### src/hdl/pftt_pkg.sv
// ----------------------------------------------------------------------------
// Page frame type table package
// Widths, item kind codes and shared types for the page frame type table.
// ----------------------------------------------------------------------------
package pftt_pkg;

    localparam int MAX_FRAMES = 4096;
    localparam int NUM_TYPES  = 10;

    localparam int ADDR_W   = $clog2(MAX_FRAMES);
    localparam int TYPE_W   = 4;
    localparam int COUNT_W  = 32;
    localparam int FCOUNT_W = 13;

    typedef logic [ADDR_W-1:0]   addr_t;
    typedef logic [TYPE_W-1:0]   type_t;
    typedef logic [COUNT_W-1:0]  count_t;
    typedef logic [FCOUNT_W-1:0] fcount_t;
    typedef logic [1:0]          kind_t;

    localparam kind_t KIND_ADD   = 2'd0;
    localparam kind_t KIND_SET   = 2'd1;
    localparam kind_t KIND_SUB   = 2'd2;
    localparam kind_t KIND_QUERY = 2'd3;

    localparam count_t  COUNT_MAX     = '1;
    localparam fcount_t FCOUNT_RESET  = fcount_t'(4096);
    localparam fcount_t FRAMES_LIMIT  = fcount_t'(MAX_FRAMES);

    typedef struct packed {
        logic  dec_en;
        type_t dec_type;
        logic  inc_en;
        type_t inc_type;
    } cnt_upd_t;

endpackage

### src/hdl/pftt_counters.sv
// ----------------------------------------------------------------------------
// Type usage counters
// One saturating counter per type. A decrement and an increment may hit the
// same counter in one cycle; the decrement is applied first.
// ----------------------------------------------------------------------------
module pftt_counters (
    input  logic               clk,
    input  logic               rst_n,
    input  pftt_pkg::cnt_upd_t upd,
    input  pftt_pkg::type_t    rd_type,
    output pftt_pkg::count_t   rd_count
);

    pftt_pkg::count_t count_reg  [pftt_pkg::NUM_TYPES];
    pftt_pkg::count_t count_next [pftt_pkg::NUM_TYPES];

    for (genvar g = 0; g < pftt_pkg::NUM_TYPES; g++)
    begin : g_lane
        logic dec_hit;
        logic inc_hit;

        // Type 0 marks an invalid frame and is never decremented.
        assign dec_hit = upd.dec_en && (g != 0) &&
                         (upd.dec_type == pftt_pkg::type_t'(g));
        assign inc_hit = upd.inc_en && (upd.inc_type == pftt_pkg::type_t'(g));

        always_comb
        begin
            count_next[g] = count_reg[g];
            if (dec_hit && inc_hit)
            begin
                if (count_reg[g] == '0)
                begin
                    count_next[g] = pftt_pkg::count_t'(1);
                end
            end
            else if (dec_hit)
            begin
                if (count_reg[g] != '0)
                begin
                    count_next[g] = count_reg[g] - 1'b1;
                end
            end
            else if (inc_hit)
            begin
                if (count_reg[g] != pftt_pkg::COUNT_MAX)
                begin
                    count_next[g] = count_reg[g] + 1'b1;
                end
            end
        end

        always_ff @(posedge clk or negedge rst_n)
        begin
            if (!rst_n)
            begin
                count_reg[g] <= '0;
            end
            else
            begin
                count_reg[g] <= count_next[g];
            end
        end
    end

    assign rd_count = (int'(rd_type) < pftt_pkg::NUM_TYPES) ? count_reg[rd_type] : '0;

endmodule

### config.mk
export PLATFORM = sky130hd
export DESIGN_NAME = pftt_counters
export DESIGN_NICKNAME = d
export VERILOG_FILES = /design/src/hdl/pftt_pkg.sv /design/src/hdl/pftt_counters.sv
export SDC_FILE = /design/constraint.sdc
export NUM_CORES = 1
export LEC_CHECK = 0
export ABC_AREA = 1
export BUFFER_PORTS_ARGS = -buffer_cell sky130_fd_sc_hd__buf_4
export CAP_MARGIN = 20
export CORE_MARGIN = 2
export CORE_UTILIZATION = 25
export CTS_BUF_LIST = sky130_fd_sc_hd__clkbuf_4 sky130_fd_sc_hd__clkbuf_8
export CTS_CLUSTER_DIAMETER = 40
export DETAILED_ROUTE_END_ITERATION = 12
export SLEW_MARGIN = 30
export SYNTH_ARGS = -nofsm -noshare
export SYNTH_HDL_FRONTEND = slang
export SYNTH_SLANG_ARGS = --single-unit
export TNS_END_PERCENT = 20
### constraint.sdc
create_clock -name clk -period 3.95 [get_ports clk]
set_input_delay 0.395 -clock clk [delete_from_list [all_inputs] [get_ports clk]]
set_output_delay 0.395 -clock clk [all_outputs]
set_load 0.02 [all_outputs]
---- Word-level counts from Yosys, hierarchy flattened ----
Index checks and enable logic that the tools add are counted.
storage, ports and cells
  register bits ........................... 320
  input bits .............................. 16
  output and inout bits ................... 32
operators by class
  reductions and logical operators ........ 75
  order comparisons ....................... 2
  mux-type cells .......................... 58
  eq/ne operators ......................... 46
  bitwise gates (word level) .............. 1
  add/sub/neg operators ................... 19
operators with widths
  cell                     count
  $mux W32                 57
  $add A32 B1 Y32 const B  10
  $ne A32 B32 Y1 const B   10
  $logic_not A32 Y1        9
  $reduce_bool A32 Y1      9
  $sub A32 B1 Y32 const B  9
  $bmux W32 S4             1
  $reduce_bool A3 Y1       18
  $reduce_and A4 Y1        9
  $eq A4 B3 Y1 const B     8
  $logic_and A1 B1 Y1      28
  $ne A3 B1 Y1 const B     9
  $ne A2 B1 Y1 const B     9
  $eq A4 B2 Y1 const B     4
  $eq A4 B4 Y1 const B     4
  $eq A4 B1 Y1 const B     2
  $ge A5 B5 Y1 const B     1
  $not A4 Y5               1
  $logic_not A4 Y1         1
  $lt A4 B4 Y1 const B     1
  $reduce_and A2 Y1        1

---- Longest topological paths before layout ----
Gate-level depths: netlist (run 1).
  depth after elaboration ................. 5
  depth in mapped cells ................... 18
  mapped depth without buffers ............ 18

---- Least setup slack after synthesis (run 1) ----
No wires, ideal clock.
  kind .................................... input-to-reg
  start ................................... input upd[7] in the netlist's numbering
  end ..................................... register count_reg[255] in the netlist's numbering
  slack ................................... 1381 ps
  data required time ...................... 3833 ps
  stages on the path ...................... 14
  setup time .............................. 117 ps
  buffers on the path ..................... 0
  arrival time ............................ 2451 ps
  cell sequence ........................... nor2_1 nand4_2 inv_1 ha_1 nand2_1 inv_1 a21oi_1 nand2_1 nand2_1 nand2_1 nand2_1 nand3b_1 nand3_1 nand2_1
on the way
  word-level cells in the longest chain between the ends .. 5
RTL lines
  what                                                         line                 source
  start: declaration                                           pftt_counters.sv:9   input pftt_pkg::cnt_upd_t upd,
  $eq A4 B2 Y1 (*)                                             pftt_counters.sv:24  (upd.dec_type == pftt_pkg::type_t'(g));
  $logic_and A1 B1 Y1 (*)                                      pftt_counters.sv:23  assign dec_hit = upd.dec_en && (g != 0) &&
  $logic_and A1 B1 Y1                                          pftt_counters.sv:30  if (dec_hit && inc_hit)
  $ne A3 B1 Y1 (no source line), or another cell as far along  -
  $reduce_and A4 Y1 (no source line)                           -
  end signal: indexed assignment                               pftt_counters.sv:61  count_reg[g] <= count_next[g];
  end: declaration                                             pftt_counters.sv:14  pftt_pkg::count_t count_reg [pftt_pkg::NUM_TYPES];
Every way passes the cells marked *; elsewhere a longest branch is shown, timed or not.
A chain may end at the register's enable or synchronous reset.

---- Worst setup path after layout (run 1) ----
  start ................................... register count_reg[116] in the netlist's numbering
  end ..................................... output rd_count[20]
on the way
  word-level cells in the longest chain between the ends .. 4
RTL lines
  what                                         line                 source
  $bmux W32 S4                                 pftt_counters.sv:66  assign rd_count = (int'(rd_type) < pftt_pkg::NUM_TYPES) ? count_reg[rd_type] : '0;
  $mux W32 (not written as such) (2 in a row)  pftt_counters.sv:66
  $mux W32                                     pftt_counters.sv:66
  end: declaration                             pftt_counters.sv:11  output pftt_pkg::count_t rd_count
Every way passes these cells. The select of a mux whose other input is x is not followed.

==> results.py, run 1 <==
metrics = {
    "global_route": {
        "antenna_found_initial": 5,
        "grt_pass1_wl_um": 232000,
        "grt.overflow.total": 0,
        "grt_pass1_vias": 40920,
        "grt_max_degree": 162,
        "grt_usage_pct": 18.5,
    },
    "setup_path": {
        "path_depth": 5,
        "cp_max_fo": 5,
        "worstSetupStartpointType": "flip-flop",
        "reg2reg_slack_ps": 1540,
        "reg2reg_from": "count_reg[288]",
        "endpoint_kind": "primary output",
        "crit_path_top_delay_cell": "o221ai_1",
        "cp.arrival_ps": 2910,
        "worstRegToRegCells": 9,
        "reg2reg_to": "count_reg[313]",
        "slowest_delay_ps": 630,
        "crit_buf_inv": 1,
        "cpMostUsedCell": "o21ai_0",
        "critPathKind": "flip-flop to primary output",
        "critPathRequiredTime_ps": 3560,
        "path_delay_family": "compound AO/OA/AOI/OAI gates",
        "worstPathCellList": "o21ai_0 -> o221ai_1 -> nand3_1 -> o21ai_0 -> buf_4",
    },
    "worst_hold_path": {
        "min_path_type": "input pin to async pin",
    },
    "timing": {
        "tns_ps": 0,
        "setup_violations": 0,
        "fin_ws_ps": 641,
        "relSlewSlack_pct": 35.8,
        "rsz0062_at_grt": "false",
        "clock_skew_ps": 78.8,
        "min_period_over_period_pct": 83.8,
        "period_minus_slack_ps": 3310,
        "timing.fmax_ghz": 0.302,
        "finalMaxSlewViolations": 0,
        "worst_pin_slew_ps": 963,
        "finalHoldViolations": 0,
    },
    "floorplan": {
        "std_cell_rows": 144,
        "fp.dieH_um": 399,
        "fp.coreArea_um2": 154000,
        "die_x_um": 399,
        "ios": 48,
        "start_util_pct": 25.2,
        "dieArea_um2": 159000,
    },
    "layout": {
        "fin_util_pct": 28.5,
        "final_nets": 7268,
        "mostFrequentLayoutCell": "nand2_1",
        "largest_register_ffs": 320,
        "final_cell_area_um2": 44000,
        "final_cell_mix": "nand2_1 (2717), inv_1 (1052), nor2_1 (818)",
        "multi_input_area_um2": 26400,
        "seqCellArea_um2": 8010,
        "final_layout_size_suffix_gt1_share_pct": 4.51,
        "nFillCells": 17451,
        "area_growth_pct": 12.9,
    },
    "detailed_routing": {
        "wirelength_um": 150000,
        "remaining_drc_errors": 0,
        "drt_iter0_drc": 3948,
        "wl_per_cell_um": 16.4,
        "first_pass_iters": 6,
        "viasPerCell": 4.76,
        "vias": 43319,
        "antenna_left": 0,
    },
    "synthesis": {
        "synth_flop_cell": "dfrtp_1",
        "synthCells": 6899,
        "synth_top_area_share_pct": 26.2,
        "ys_types": 44,
        "syn_nets": 7195,
        "syn_avg_cell_area_um2": 5.65,
        "synth.cell_area_um2": 39000,
        "yosysSeqAreaShare_pct": 20.6,
        "yosysTopAreaCell": "nand2_1",
        "async_flop_share_pct": 100,
        "synth-edff-count": 0,
        "ys_ff_latch": 320,
        "ys_warn_count": 0,
        "synthTopCellsByArea": "nand2_1 (26%), dfrtp_1 (21%), inv_1 (10%)",
    },
    "cts": {
        "cts_htree_levels": 3,
        "clock_latency_ps": 820,
        "cts_buffers": 94,
        "cts.sinks": 320,
        "post_cts_buffers": 0,
        "cts_root_buffer": "clkbuf_8",
        "cts_tree": "built",
        "cts_buffer_depth": 3,
        "path_clk_slew_ps": 50,
    },
    "pwr": {
        "power_switching_w": 0.00842,
        "p_sw_share_pct": 45.0,
        "clkPwrFrac_pct": 30.8,
        "p_per_area_nw_per_um2": 425,
        "finalPower_w": 0.0187,
        "comb_power_share_pct": 35.3,
        "seqPwrFrac_pct": 33.9,
        "power_leakage_nw": 24.0,
        "vdd_drop_max_mv": 0.256,
        "p_int_w": 0.0103,
    },
    "outcome": {
        "status": "completed",
    },
    "placed_design": {
        "portBuffers": 47,
        "dp_hpwl_um": 120000,
        "dpl_cell_area_um2": 41700,
        "pre_cts_ws_ps": 621,
        "gp_congestion": 0.974,
    },
    "job": {
        "maxCapViolations": 0,
    },
}
[cells by family after synthesis]
family	count (synthesis)	synth area share (%)
xor+xnor	166	3.73
fa+ha+maj	280	9.17
compound gates	736	10.4
flops	320	20.6
simple gates	4196	43.9
buf+inv	1179	11.7
mux	22	0.565
[per-stage QoR]
step           cells  hold slack, ps
2_1_floorplan   6899            99.4
3_3_place_gp    8919             426
3_5_place_dp    8919             427
4_1_cts         9092             154
5_1_grt         9095             187
6_report        9095             179
[cells in the mapped netlist (43+ instances only)]
master / count
a21oi_1: 256
clkbuf_1: 43
dfrtp_1: 320
ha_1: 271
inv_1: 1053
nand2_1: 2717
nand3_1: 359
nand3b_1: 73
nand4_1: 97
nor2_1: 818
nor3_1: 63
o21ai_0: 293
o21ai_1: 60
o21bai_1: 45
xnor2_1: 121
xor2_1: 45
[power groups by stage]
| stage | Sequential (W) | Combinational, W | Clock (W) |
|---|---|---|---|
| after floorplan | 0.00519 | 0.00489 | 0 |
| after global placement | 0.00630 | 0.00640 | 0 |
| after detailed placement | 0.00630 | 0.00649 | 0 |
| after CTS | 0.00626 | 0.00652 | 0.00590 |
| after global routing | 0.00640 | 0.00749 | 0.00608 |
| final | 0.00635 | 0.00660 | 0.00575 |
[area by class of cell]
class | count | area share (%)
flip-flops and latches | 320 | 18.2
clock inverters | 50 | 1.52
repair buffers | 85 | 1.64
well taps | 2044 | 5.81
clock buffers | 122 | 3.67
inverters | 1071 | 9.14
diodes | 3 | 0.0171
multi-input cells | 5400 | 60.0
[per-layer routing]
| layer | GRT usage [%] | routed length [um] | vias to the layer above |
|---|---|---|---|
| met4 | 6.58 | 5380 | 6 |
| met3 | 3.81 | 11200 | 280 |
| li1 | - | - | 21823 |
| met2 | 29.3 | 64900 | 1413 |
| met5 | 0 | 49 | - |
| met1 | 24.7 | 68000 | 19797 |
[how the worst max path moves through the flow]
stage | slack (ps) | endpoint | from
detailed placement | 620 | count_reg[275] | upd[8]
floorplan | 1380 | count_reg[255] | upd[7]
global route | 540 | rd_count[28] | count_reg[92]
global placement | 580 | count_reg[275] | upd[8]
CTS | 710 | rd_count[23] | count_reg[119]
finish | 640 | rd_count[20] | count_reg[116]
[repair_timing]
action	4_1_cts	5_1_grt
endpoints found under the hold margin	66	0
resized for setup	0	0
hold buffers	1	0
setup endpoints to repair	0	0
Power figures use the tool's default switching activity.
==> run 2, diff against run 1 <==
==> constraint.sdc (replaced) <==
create_clock -name clk -period 3.4 [get_ports clk]
set_input_delay 0.34 -clock clk [delete_from_list [all_inputs] [get_ports clk]]
set_output_delay 0.34 -clock clk [all_outputs]
set_load 0.02 [all_outputs]
==> results.py, run 2 (synthesis results as in run 1) <==
metrics = {
    "cts": {
        "cts_htree_levels": 3,
        "cts_buffers": 86,
        "path_clk_slew_ps": 50,
        "post_cts_resized": 0,
        "cts_buffer_depth": 3,
        "cts_tree": "built",
        "cts_root_buffer": "clkbuf_8",
        "clock_latency_ps": 790,
        "post_cts_buffers": 0,
        "cts.sinks": 320,
    },
    "timing": {
        "finalHoldViolations": 0,
        "clock_skew_ps": 66.1,
        "tns_ps": 0,
        "relSlewSlack_pct": 43.4,
        "setup_violations": 0,
        "timing.fmax_ghz": 0.303,
        "worst_pin_slew_ps": 848,
        "min_period_over_period_pct": 97.0,
        "rsz0062_at_grt": "false",
        "period_minus_slack_ps": 3300,
        "finalMaxSlewViolations": 0,
    },
    "layout": {
        "final_nets": 7289,
        "nFillCells": 17496,
        "fin_cells": 9109,
        "seqCellArea_um2": 8010,
        "final_layout_size_suffix_gt1_share_pct": 4.69,
        "area_growth_pct": 13.3,
        "largest_register_ffs": 320,
        "final_cell_mix": "nand2_1 (2717), inv_1 (1052), nor2_1 (818)",
        "fin_util_pct": 28.6,
        "final_cell_area_um2": 44100,
        "mostFrequentLayoutCell": "nand2_1",
        "multi_input_area_um2": 26400,
    },
    "outcome": {
        "status": "completed",
    },
    "setup_path": {
        "worstSetupStartpointType": "flip-flop",
        "path_delay_family": "compound AO/OA/AOI/OAI gates",
        "cp_max_fo": 5,
        "slowest_delay_ps": 610,
        "cp.arrival_ps": 2960,
        "endpoint_kind": "primary output",
        "worstPathCellList": "nor2_1 -> o221ai_1 -> nand3_1 -> o21ai_0 -> buf_4",
        "crit_buf_inv": 1,
        "critPathKind": "flip-flop to primary output",
        "crit_path_top_delay_cell": "dfrtp_1",
        "critPathRequiredTime_ps": 3060,
    },
    "global_route": {
        "grt_max_degree": 162,
        "grt.overflow.total": 0,
        "grt_pass1_wl_um": 234000,
        "grt_pass1_vias": 41144,
        "grt_usage_pct": 18.7,
        "antenna_found_initial": 5,
    },
    "placed_design": {
        "gp_congestion": 0.990,
        "dpl_cell_area_um2": 42000,
        "dp_hpwl_um": 122000,
        "portBuffers": 47,
        "placedCellCount": 8948,
    },
    "detailed_routing": {
        "viasPerCell": 4.76,
        "vias": 43349,
        "first_pass_iters": 6,
        "wl_per_cell_um": 16.5,
        "wirelength_um": 150000,
        "remaining_drc_errors": 0,
        "drt_iter0_drc": 3778,
        "antenna_left": 0,
    },
    "floorplan": {
        "fp.dieH_um": 399,
        "dieArea_um2": 159000,
        "start_util_pct": 25.2,
        "die_x_um": 399,
        "fp.coreArea_um2": 154000,
        "ios": 48,
        "std_cell_rows": 144,
    },
    "worst_hold_path": {
        "min_path_type": "input pin to async pin",
    },
    "pwr": {
        "p_per_area_nw_per_um2": 483,
        "vdd_drop_max_mv": 0.389,
        "power_leakage_nw": 24.1,
    },
    "job": {
        "maxCapViolations": 0,
    },
}
==> run 2: where the power goes <==
| part | switching, W | leakage (nW) | internal (W) |
|---|---|---|---|
| clock network | 0.00238 | 1.10 | 0.00393 |
| registers | 0.00239 | 4.28 | 0.00490 |
| logic | 0.00486 | 18.8 | 0.00287 |
| total | 0.00963 | 24.1 | 0.0117 |
==> run 2: final timing paths <==
kind,slack (ps),depth (start not counted),to,startpoint
max reg2reg,980,12,count_reg[286],count_reg[269]
min reg2reg,500,1,count_reg[290],count_reg[290]
max,100,5,rd_count[16],count_reg[176]
min in group clk,250,7,count_reg[255],upd[8]
min,150,2,count_reg[280],rst_n
max in group asynchronous,2270,3,count_reg[185],rst_n
==> run 2: through the flow <==
step / power, W / setup WS, ps / hold WS (ps)
floorplan: 0.0117 / 886 / 44.4
detailed placement: 0.0149 / 159 / 438
CTS: 0.0214 / 218 / 139
finish: 0.0213 / 102 / 151
global placement: 0.0148 / 186 / 436
global route: 0.0228 / 95.5 / 203
==> run 2: what timing repair did <==
action                                  in CTS  in global routing
endpoints found under the hold margin       75                  0
endpoints found under the setup margin       0                  0
hold buffers                                 1                  0
==> run 2: area by class of cell <==
cell class | count | area share, %
clock buffers | 113 | 3.41
multi-input cells | 5400 | 59.8
inverters | 1071 | 9.12
repair buffers | 114 | 2.30
flip-flops and latches | 320 | 18.1
clock inverters | 43 | 1.42
diodes | 4 | 0.0227
well taps | 2044 | 5.80
==> run 2: routing by layer <==
metal	GRT usage, %	part of all wire (%)	wire length, um
met4	6.83	3.8	5650
met5	0	0.020	30
met3	3.30	7.5	11300
met2	29.9	44	65600
met1	25.0	45	67800
==> run 2: worst reg2reg max path: stages, from the launching register on <==
cell and delay, ps:
dfrtp_1 480, ha_1 400, nand2_1 120, nor2_1 290
inv_1 100, nor3_1 340, nand2_1 100, nand2_1 170
nand2_1 120, nand2_1 80, nand2_1 50, nand3_1 70
nand2_1 50
